### src/design/calclk_pkg.sv
// ----------------------------------------------------------------------------
// calclk_pkg
// Shared types, constants and helpers for the calendar clock core.
// ----------------------------------------------------------------------------
package calclk_pkg;

    localparam int YEAR_W   = 14;
    localparam int MONTH_W  = 4;
    localparam int DAY_W    = 5;
    localparam int HOUR_W   = 5;
    localparam int MINUTE_W = 6;
    localparam int SECOND_W = 6;

    // every cell carries the widest field
    localparam int CELL_W   = YEAR_W;
    localparam int NCELLS   = 6;

    localparam int IN_DATA_W  = 40;
    localparam int IN_USER_W  = 5;
    localparam int OUT_DATA_W = 48;

    localparam logic [YEAR_W-1:0] YEAR_LIMIT = YEAR_W'(9999);
    localparam logic [YEAR_W-1:0] YEAR_RST   = YEAR_W'(2000);

    // divisibility by 25: y * inv(25) mod 2^14 lands in [0, DIV25_MAX] iff 25 | y
    localparam logic [YEAR_W-1:0] INV25     = YEAR_W'(7209);
    localparam logic [YEAR_W-1:0] DIV25_MAX = YEAR_W'(((1 << YEAR_W) - 1) / 25);

    typedef enum logic [1:0] {
        FN_TICK = 2'd0,
        FN_INC  = 2'd1,
        FN_DEC  = 2'd2,
        FN_LOAD = 2'd3
    } func_t;

    // field selector codes, also the cell index in the chain
    localparam logic [2:0] FS_YEAR   = 3'd0;
    localparam logic [2:0] FS_MONTH  = 3'd1;
    localparam logic [2:0] FS_DAY    = 3'd2;
    localparam logic [2:0] FS_HOUR   = 3'd3;
    localparam logic [2:0] FS_MINUTE = 3'd4;
    localparam logic [2:0] FS_SECOND = 3'd5;

    typedef enum logic [2:0] {
        OP_HOLD = 3'd0,
        OP_TICK = 3'd1,
        OP_INC  = 3'd2,
        OP_DEC  = 3'd3,
        OP_LOAD = 3'd4,
        OP_FIX  = 3'd5
    } cell_op_t;

    typedef struct packed {
        cell_op_t            op;
        logic [CELL_W-1:0]   lo;
        logic [CELL_W-1:0]   hi;
        logic [CELL_W-1:0]   ld;
        logic [CELL_W-1:0]   rv;
    } cell_ctrl_t;

    function automatic logic [DAY_W-1:0] month_len(input logic [MONTH_W-1:0] m,
                                                   input logic leap);
        logic [DAY_W-1:0] len;
        begin
            unique case (m)
                4'd2:                      len = leap ? DAY_W'(29) : DAY_W'(28);
                4'd4, 4'd6, 4'd9, 4'd11:   len = DAY_W'(30);
                default:                   len = DAY_W'(31);
            endcase
            return len;
        end
    endfunction

endpackage

### src/design/calclk_leap.sv
// ----------------------------------------------------------------------------
// calclk_leap
// Gregorian leap-year test on a binary year, one multiply for the 25 check.
// ----------------------------------------------------------------------------
module calclk_leap (
    input  logic [calclk_pkg::YEAR_W-1:0] year,
    output logic                          leap
);
    import calclk_pkg::*;

    logic [YEAR_W-1:0] prod;
    logic              div25;

    assign prod  = YEAR_W'(year * INV25);
    assign div25 = (prod <= DIV25_MAX);
    // 4 | y and not (100 | y unless 400 | y)
    assign leap  = (year[1:0] == 2'b00) && (!div25 || (year[3:0] == 4'b0000));

endmodule

### src/design/calclk_cell.sv
// ----------------------------------------------------------------------------
// calclk_cell
// One counter cell of the calendar chain: holds a field, ticks on carry-in,
// steps up or down, loads or re-fits into range, all with wrap between lo and hi.
// ----------------------------------------------------------------------------
module calclk_cell (
    input  logic                          aclk,
    input  logic                          aresetn,
    input  logic                          en,
    input  calclk_pkg::cell_ctrl_t        ctrl,
    input  logic                          carry_in,
    output logic [calclk_pkg::CELL_W-1:0] val,
    output logic [calclk_pkg::CELL_W-1:0] val_next,
    output logic                          carry_out
);
    import calclk_pkg::*;

    logic [CELL_W-1:0] val_reg;
    logic [CELL_W-1:0] src;
    logic              at_top;

    assign at_top = (val_reg >= ctrl.hi);
    assign src    = (ctrl.op == OP_LOAD) ? ctrl.ld : val_reg;

    always_comb begin
        carry_out = 1'b0;
        unique case (ctrl.op)
            OP_TICK: begin
                if (carry_in) begin
                    val_next  = at_top ? ctrl.lo : val_reg + CELL_W'(1);
                    carry_out = at_top;
                end else begin
                    val_next = val_reg;
                end
            end
            OP_INC:  val_next = at_top ? ctrl.lo : val_reg + CELL_W'(1);
            OP_DEC:  val_next = (val_reg <= ctrl.lo) ? ctrl.hi : val_reg - CELL_W'(1);
            OP_LOAD, OP_FIX: begin
                if (src > ctrl.hi) begin
                    val_next = ctrl.lo;
                end else if (src < ctrl.lo) begin
                    val_next = ctrl.hi;
                end else begin
                    val_next = src;
                end
            end
            default: val_next = val_reg;
        endcase
    end

    always_ff @(posedge aclk) begin
        if (!aresetn) begin
            val_reg <= ctrl.rv;
        end else if (en) begin
            val_reg <= val_next;
        end
    end

    assign val = val_reg;

endmodule

### src/design/calclk_oreg.sv
// ----------------------------------------------------------------------------
// calclk_oreg
// Result register with one skid entry, so a beat can be taken while the
// previous result is still stalled on the master side.
// ----------------------------------------------------------------------------
module calclk_oreg (
    input  logic                              aclk,
    input  logic                              aresetn,
    input  logic                              in_valid,
    output logic                              in_ready,
    input  logic [calclk_pkg::OUT_DATA_W-1:0] in_data,
    output logic                              m_axis_tvalid,
    input  logic                              m_axis_tready,
    output logic [calclk_pkg::OUT_DATA_W-1:0] m_axis_tdata
);
    import calclk_pkg::*;

    logic                  out_valid_reg;
    logic [OUT_DATA_W-1:0] out_data_reg;
    logic                  skid_valid_reg;
    logic [OUT_DATA_W-1:0] skid_data_reg;
    logic                  pop;
    logic                  push;

    assign in_ready = !skid_valid_reg;
    assign push     = in_valid && in_ready;
    assign pop      = !out_valid_reg || m_axis_tready;

    always_ff @(posedge aclk) begin
        if (!aresetn) begin
            out_valid_reg  <= 1'b0;
            skid_valid_reg <= 1'b0;
        end else if (pop) begin
            out_valid_reg  <= skid_valid_reg || push;
            skid_valid_reg <= 1'b0;
        end else if (push) begin
            skid_valid_reg <= 1'b1;
        end
    end

    always_ff @(posedge aclk) begin
        if (pop) begin
            out_data_reg <= skid_valid_reg ? skid_data_reg : in_data;
        end
        if (!pop && push) begin
            skid_data_reg <= in_data;
        end
    end

    assign m_axis_tvalid = out_valid_reg;
    assign m_axis_tdata  = out_data_reg;

endmodule

### src/design/calendar_clock_with_adjust_core.sv
// An accepted beat's result goes to the output register, or to the skid entry on a stall.
// One command per cycle while s_axis_tready is high; the six-cell chain is combinational.
// A two-entry result buffer keeps s_axis_tready high through a single stalled beat.
// Reset (aresetn low, synchronous): 2000-01-01 00:00:00, leap flag set, no result pending.
// ----------------------------------------------------------------------------
// calendar_clock_with_adjust_core
// Gregorian date/time keeper: tick, per-field adjust and full load commands.
// ----------------------------------------------------------------------------
module calendar_clock_with_adjust_core (
    input  logic                              aclk,
    input  logic                              aresetn,
    input  logic                              s_axis_tvalid,
    output logic                              s_axis_tready,
    // [13:0] load_year, [17:14] load_month, [22:18] load_day, [27:23] load_hour,
    // [33:28] load_minute, [39:34] load_second
    input  logic [calclk_pkg::IN_DATA_W-1:0]  s_axis_tdata,
    // [1:0] func, [4:2] field_select
    input  logic [calclk_pkg::IN_USER_W-1:0]  s_axis_tuser,
    output logic                              m_axis_tvalid,
    input  logic                              m_axis_tready,
    // [13:0] year_now, [17:14] month_now, [22:18] day_now, [27:23] hour_now,
    // [33:28] minute_now, [39:34] second_now, [40] leap_flag, [47:41] zero
    output logic [calclk_pkg::OUT_DATA_W-1:0] m_axis_tdata
);
    import calclk_pkg::*;

    logic                acc;
    func_t               func;
    logic [2:0]          sel;
    logic [YEAR_W-1:0]   ld_year;
    logic [MONTH_W-1:0]  ld_month;
    logic                is_tick;
    logic                is_load;
    logic                is_adj;
    logic                is_inc;

    cell_ctrl_t          ctrl [NCELLS];
    logic [CELL_W-1:0]   cur  [NCELLS];
    logic [CELL_W-1:0]   nxt  [NCELLS];
    logic [NCELLS-1:0]   cin;
    logic [NCELLS-1:0]   cout;

    logic                leap_reg;
    logic                leap_next;
    logic [YEAR_W-1:0]   year_cur;
    logic [MONTH_W-1:0]  month_cur;
    logic [YEAR_W-1:0]   year_cand;
    logic                cand_leap;
    logic                year_chg;
    logic [MONTH_W-1:0]  month_f;
    logic                leap_f;
    logic [DAY_W-1:0]    mlen_f;
    logic [OUT_DATA_W-1:0] res;

    assign acc      = s_axis_tvalid && s_axis_tready;
    assign func     = func_t'(s_axis_tuser[1:0]);
    assign sel      = s_axis_tuser[4:2];
    assign ld_year  = s_axis_tdata[13:0];
    assign ld_month = s_axis_tdata[17:14];

    assign is_tick  = (func == FN_TICK);
    assign is_load  = (func == FN_LOAD);
    assign is_adj   = (func == FN_INC || func == FN_DEC) && (sel <= FS_SECOND);
    assign is_inc   = (func == FN_INC);

    assign year_cur  = cur[FS_YEAR];
    assign month_cur = cur[FS_MONTH][MONTH_W-1:0];

    // candidate year for any command that can move the year
    always_comb begin
        if (is_load) begin
            year_cand = (ld_year > YEAR_LIMIT) ? '0 : ld_year;
        end else if (func == FN_DEC) begin
            year_cand = (year_cur == '0) ? YEAR_LIMIT : year_cur - YEAR_W'(1);
        end else begin
            year_cand = (year_cur >= YEAR_LIMIT) ? '0 : year_cur + YEAR_W'(1);
        end
    end

    calclk_leap u_leap (
        .year (year_cand),
        .leap (cand_leap)
    );

    // month length seen by the day cell: final month and year of the command
    always_comb begin
        if (is_load) begin
            if (ld_month > MONTH_W'(12)) begin
                month_f = MONTH_W'(1);
            end else if (ld_month == '0) begin
                month_f = MONTH_W'(12);
            end else begin
                month_f = ld_month;
            end
        end else if (is_adj && sel == FS_MONTH) begin
            if (is_inc) begin
                month_f = (month_cur >= MONTH_W'(12)) ? MONTH_W'(1) : month_cur + MONTH_W'(1);
            end else begin
                month_f = (month_cur <= MONTH_W'(1)) ? MONTH_W'(12) : month_cur - MONTH_W'(1);
            end
        end else begin
            month_f = month_cur;
        end
        leap_f = (is_load || (is_adj && sel == FS_YEAR)) ? cand_leap : leap_reg;
        mlen_f = month_len(month_f, leap_f);
    end

    always_comb begin
        for (int j = 0; j < NCELLS; j++) begin
            if (is_tick) begin
                ctrl[j].op = OP_TICK;
            end else if (is_load) begin
                ctrl[j].op = OP_LOAD;
            end else if (is_adj && sel == 3'(j)) begin
                ctrl[j].op = is_inc ? OP_INC : OP_DEC;
            end else if (is_adj && 3'(j) == FS_DAY && (sel == FS_MONTH || sel == FS_YEAR)) begin
                ctrl[j].op = OP_FIX;
            end else begin
                ctrl[j].op = OP_HOLD;
            end
        end
        ctrl[FS_YEAR].lo   = '0;
        ctrl[FS_YEAR].hi   = YEAR_LIMIT;
        ctrl[FS_YEAR].ld   = ld_year;
        ctrl[FS_YEAR].rv   = YEAR_RST;
        ctrl[FS_MONTH].lo  = CELL_W'(1);
        ctrl[FS_MONTH].hi  = CELL_W'(12);
        ctrl[FS_MONTH].ld  = CELL_W'(ld_month);
        ctrl[FS_MONTH].rv  = CELL_W'(1);
        ctrl[FS_DAY].lo    = CELL_W'(1);
        ctrl[FS_DAY].hi    = CELL_W'(mlen_f);
        ctrl[FS_DAY].ld    = CELL_W'(s_axis_tdata[22:18]);
        ctrl[FS_DAY].rv    = CELL_W'(1);
        ctrl[FS_HOUR].lo   = '0;
        ctrl[FS_HOUR].hi   = CELL_W'(23);
        ctrl[FS_HOUR].ld   = CELL_W'(s_axis_tdata[27:23]);
        ctrl[FS_HOUR].rv   = '0;
        ctrl[FS_MINUTE].lo = '0;
        ctrl[FS_MINUTE].hi = CELL_W'(59);
        ctrl[FS_MINUTE].ld = CELL_W'(s_axis_tdata[33:28]);
        ctrl[FS_MINUTE].rv = '0;
        ctrl[FS_SECOND].lo = '0;
        ctrl[FS_SECOND].hi = CELL_W'(59);
        ctrl[FS_SECOND].ld = CELL_W'(s_axis_tdata[39:34]);
        ctrl[FS_SECOND].rv = '0;
    end

    // carry ripples from the seconds cell up to the year cell
    assign cin[NCELLS-1] = 1'b1;

    genvar g;
    generate
        for (g = 0; g < NCELLS; g++) begin : g_cell
            if (g < NCELLS - 1) begin : g_link
                assign cin[g] = cout[g+1];
            end
            calclk_cell u_cell (
                .aclk      (aclk),
                .aresetn   (aresetn),
                .en        (acc),
                .ctrl      (ctrl[g]),
                .carry_in  (cin[g]),
                .val       (cur[g]),
                .val_next  (nxt[g]),
                .carry_out (cout[g])
            );
        end
    endgenerate

    assign year_chg  = is_load || (is_adj && sel == FS_YEAR) || (is_tick && cin[FS_YEAR]);
    assign leap_next = year_chg ? cand_leap : leap_reg;

    always_ff @(posedge aclk) begin
        if (!aresetn) begin
            leap_reg <= 1'b1;
        end else if (acc) begin
            leap_reg <= leap_next;
        end
    end

    assign res = {7'd0,
                  leap_next,
                  nxt[FS_SECOND][SECOND_W-1:0],
                  nxt[FS_MINUTE][MINUTE_W-1:0],
                  nxt[FS_HOUR][HOUR_W-1:0],
                  nxt[FS_DAY][DAY_W-1:0],
                  nxt[FS_MONTH][MONTH_W-1:0],
                  nxt[FS_YEAR]};

    calclk_oreg u_oreg (
        .aclk          (aclk),
        .aresetn       (aresetn),
        .in_valid      (s_axis_tvalid),
        .in_ready      (s_axis_tready),
        .in_data       (res),
        .m_axis_tvalid (m_axis_tvalid),
        .m_axis_tready (m_axis_tready),
        .m_axis_tdata  (m_axis_tdata)
    );

    a_month_range: assert property (@(posedge aclk) disable iff (!aresetn)
        (month_cur >= MONTH_W'(1)) && (month_cur <= MONTH_W'(12)))
        else $error("month register out of range");

    a_day_range: assert property (@(posedge aclk) disable iff (!aresetn)
        (cur[FS_DAY] >= CELL_W'(1)) &&
        (cur[FS_DAY] <= CELL_W'(month_len(month_cur, leap_reg))))
        else $error("day register past month end");

    a_tick_step: assert property (@(posedge aclk) disable iff (!aresetn)
        acc && is_tick && (cur[FS_SECOND] != CELL_W'(59)) |=>
        cur[FS_SECOND] == $past(cur[FS_SECOND]) + CELL_W'(1))
        else $error("tick did not advance seconds");

endmodule
### config.mk
export PLATFORM = sky130hd
export DESIGN_NAME = calendar_clock_with_adjust_core
export DESIGN_NICKNAME = d
export VERILOG_FILES = /design/src/design/calclk_pkg.sv /design/src/design/calclk_leap.sv /design/src/design/calclk_cell.sv /design/src/design/calclk_oreg.sv /design/src/design/calendar_clock_with_adjust_core.sv
export SDC_FILE = /design/constraint.sdc
export NUM_CORES = 1
export LEC_CHECK = 0
export BUFFER_PORTS_ARGS = -buffer_cell sky130_fd_sc_hd__buf_4
export CORE_MARGIN = 8
export CORE_UTILIZATION = 60
export CTS_CLUSTER_SIZE = 40
export DETAILED_ROUTE_END_ITERATION = 8
export PLACE_DENSITY = 0.8
export REMOVE_ABC_BUFFERS = 1
export SLEW_MARGIN = 20
export SYNTH_ARGS = -nofsm -noshare
export SYNTH_HDL_FRONTEND = slang
export SYNTH_SLANG_ARGS = --single-unit
### constraint.sdc
create_clock -name aclk -period 9.54 [get_ports aclk]
set_input_delay 0.954 -clock aclk [delete_from_list [all_inputs] [get_ports aclk]]
set_output_delay 0.954 -clock aclk [all_outputs]
set_load 0.02 [all_outputs]
==> impl_metrics.tcl <==
set metrics [dict create \
    status "complete, no violations" \
    cp_max_fo 12 \
    cts-root-buf "clkbuf_16" \
    vias 11960 \
    clock_skew_ps 23.59 \
    clk_latency_ps 450 \
    critical_path_class "reg2reg" \
    slew_headroom 0.3764 \
    filler_cell_count 1733 \
    fin_crit_ps 9045 \
    synth_seq_cells 169 \
    overflow 0 \
    cts_hold_buf 0 \
    ioPinCount 99 \
    critPathRequiredTime_ps 9710 \
    switching_share 0.3497 \
    timing_hold_violations_final 0 \
    finalSetupViolCount 0 \
    synthArstFlopShare 0 \
    worstHoldPathType "reg2reg" \
    yosysUniqueCellTypes 85 \
    grt_max_degree 49 \
    die-area_mm2 0.02567 \
    reg2reg_depth 37 \
    layout_common_cells "nor2_1 (205), a21oi_1 (139), nand2_1 (130)" \
    post-route-period-util 0.9482 \
    synthFlopType "dfxtp_1" \
    largest_reg_flops 84 \
    area_growth_pct 11.09 \
    cp-end-kind "register" \
    clock_power_share 0.291 \
    final_common_cell "nor2_1" \
    worst_pin_slew_ps 928.2 \
    vias_per_cell 6.416 \
    die_h_um 160.2 \
    antenna_found_initial 0 \
    r2r-start "g_cell[0].u_cell.val[0]" \
    combPwrFrac 0.348 \
    critPathArrivalTime_ps 9220 \
    hpwlAfterDp_um 25670 \
    cts_tree "built" \
    power.leakage_nw 5.585 \
    cts.sinks 169 \
    cts_buffers 17 \
    power.density_mw_per_mm2 170.7 \
    maxCapViolCount 0 \
    first_pass_iters 7 \
    vdd_drop_max_mv 0.1177 \
    clock_path_buffers 2 \
    fp.coreArea_mm2 0.02030 \
    path_clk_slew_ps 60 \
    syn_area_mm2 0.01248 \
    post_cts_resized 0 \
    whs_path_depth 2 \
    worst_path_largest_cell_delay_ps 560 \
    hold_slack_ps 480.2 \
    netlist.area_leader.share 0.1973 \
    grt_pass1_wl_um 58160 \
    antenna_cells 0 \
    regToRegEndpoint "u_oreg.m_axis_tdata[10]" \
    first_global_vias 11250 \
    hp-start "g_cell[4].u_cell.val[11]" \
    route.final.wire_length_um 35990 \
    setup-tns-final_ps 0 \
    post-cts-setup-buffers 0 \
    crit_path_frequent_cell "ha_1" \
    grt_usage 0.2744 \
    p_int_mw 1.539 \
    synth.area.top_cells "edfxtp_1 (20%), dfxtp_1 (14%), ha_1 (6.3%), nor2_1 (6.2%), a21oi_1 (5.6%)" \
    start_util 0.6148 \
    fin_total_pwr_mw 2.366 \
    portBuffers 91 \
    clock.fmax_mhz 110.6 \
    drv_slew 0 \
    drc 0 \
    synth_warnings 0 \
    postSynthCellCount 1542 \
    ant_nets 0 \
    synth_edf_count 82 \
    htreeDepth 4 \
    avgRoutedWirePerCell_um 19.31 \
    yosysTopAreaCell "edfxtp_1" \
    drt_iter0_drc 1214 \
    gp_routability_congestion 1.007 \
    start_kind "register" \
    sequentialPowerShare 0.362 \
    synth_seq_area_share 0.3368 \
    rrSetupSlack_ps 490 \
    avgSynthCellArea_um2 8.094 \
    power_switching_mw 0.8275 \
    slowest_stage "o21ai_0" \
    rows 52 \
    final_nets 1704 \
    holdPathEnd "g_cell[4].u_cell.val[11]" \
    die_w_um 160.2 \
    drive_gt1_frac 0.1424 \
]
==> layer usage <==
metal / vias up / track usage / part of all wire
met3: 97 / 0.05835 / 0.097
met5: - / 0 / 0
li1: 5653 / - / -
met4: 0 / 0.1296 / 0.037
met2: 618 / 0.4293 / 0.46
met1: 5591 / 0.3562 / 0.41
==> Yosys cell counts (4+ instances only) <==
library cell / n
nor2_1: 206
a21oi_1: 140
nand2_1: 131
o21ai_0: 108
dfxtp_1: 87
inv_1: 83
edfxtp_1: 82
ha_1: 63
clkbuf_1: 62
nor3_1: 51
nand3_1: 49
mux2_2: 39
xnor2_1: 27
mux2i_1: 22
nor4_1: 22
or3_1: 21
a22oi_1: 18
nand4_1: 18
buf_2: 17
nand2b_1: 17
a211oi_1: 15
xor2_1: 15
or2_2: 13
o211ai_1: 12
a221oi_1: 11
fa_1: 11
nor2b_1: 11
a21o_1: 10
buf_1: 10
nor3b_1: 10
or4_1: 10
and3_1: 9
buf_4: 9
o21a_1: 9
and2_1: 8
o31ai_1: 8
o22ai_1: 7
a211o_1: 6
a221o_1: 6
a31oi_1: 6
a41oi_1: 5
o221ai_1: 5
o2bb2ai_1: 4
o32ai_1: 4
==> worst max-delay path, delay by kind of cell (launching register included) <==
family / cells / cell delay, ps
flops: 1 / 520
compound gates: 12 / 2610
simple gates: 11 / 2140
buf+inv: 4 / 470
mux: 2 / 360
fa+ha+maj: 8 / 2660
==> per-stage QoR <==
stage	utilization	cells	area, um^2	setup slack (ps)
floorplan	-	1449	12070	405.6
global placement	0.6538	1832	13270	491.3
detailed placement	0.6538	1832	13270	257.2
CTS	0.6821	1864	13850	430.8
global route	0.6830	1864	13860	-6.112
finish	0.6830	1864	13860	494.5
==> final cells by class <==
cell class	count	area (um^2)	share of cell area
clock buffers	19	432.9	0.03122
clock inverters	13	141.4	0.01020
inverters	83	311.5	0.02247
multi-input cells	1197	7589	0.5473
flip-flops and latches	169	4204	0.3032
well taps	270	337.8	0.02437
repair buffers	113	848.3	0.06119
==> worst max path at each step <==
stage,start,end,cells past startpoint
floorplan,s_axis_tuser[0],u_oreg.m_axis_tdata[10],32
global placement,s_axis_tuser[0],u_oreg.m_axis_tdata[10],35
detailed placement,s_axis_tuser[0],u_oreg.m_axis_tdata[10],35
CTS,g_cell[0].u_cell.val[0],u_oreg.m_axis_tdata[10],35
global route,g_cell[0].u_cell.val[1],u_oreg.m_axis_tdata[10],35
finish,g_cell[0].u_cell.val[0],u_oreg.m_axis_tdata[10],37
==> cell families after synthesis <==
kind of cell	Yosys count	share of synthesized area
DFF	169	0.3368
buffers and inverters	182	0.05975
xor gates and xnor gates	42	0.02947
other	1	0.0003005
and+or+nand+nor	600	0.2318
adders and majority gates	74	0.08080
muxes	63	0.05524
AOI/OAI and AO/OA	411	0.2058
==> power groups by stage <==
stage          Clock (mW)  Combinational (mW)  Sequential, mW
2_1_floorplan           0               0.549           0.894
3_3_place_gp            0               0.777           0.868
3_5_place_dp            0               0.805           0.870
4_1_cts             0.695               0.812           0.854
5_1_grt             0.724               0.919           0.861
6_report            0.688               0.823           0.856
Power figures use the tool's default switching activity.
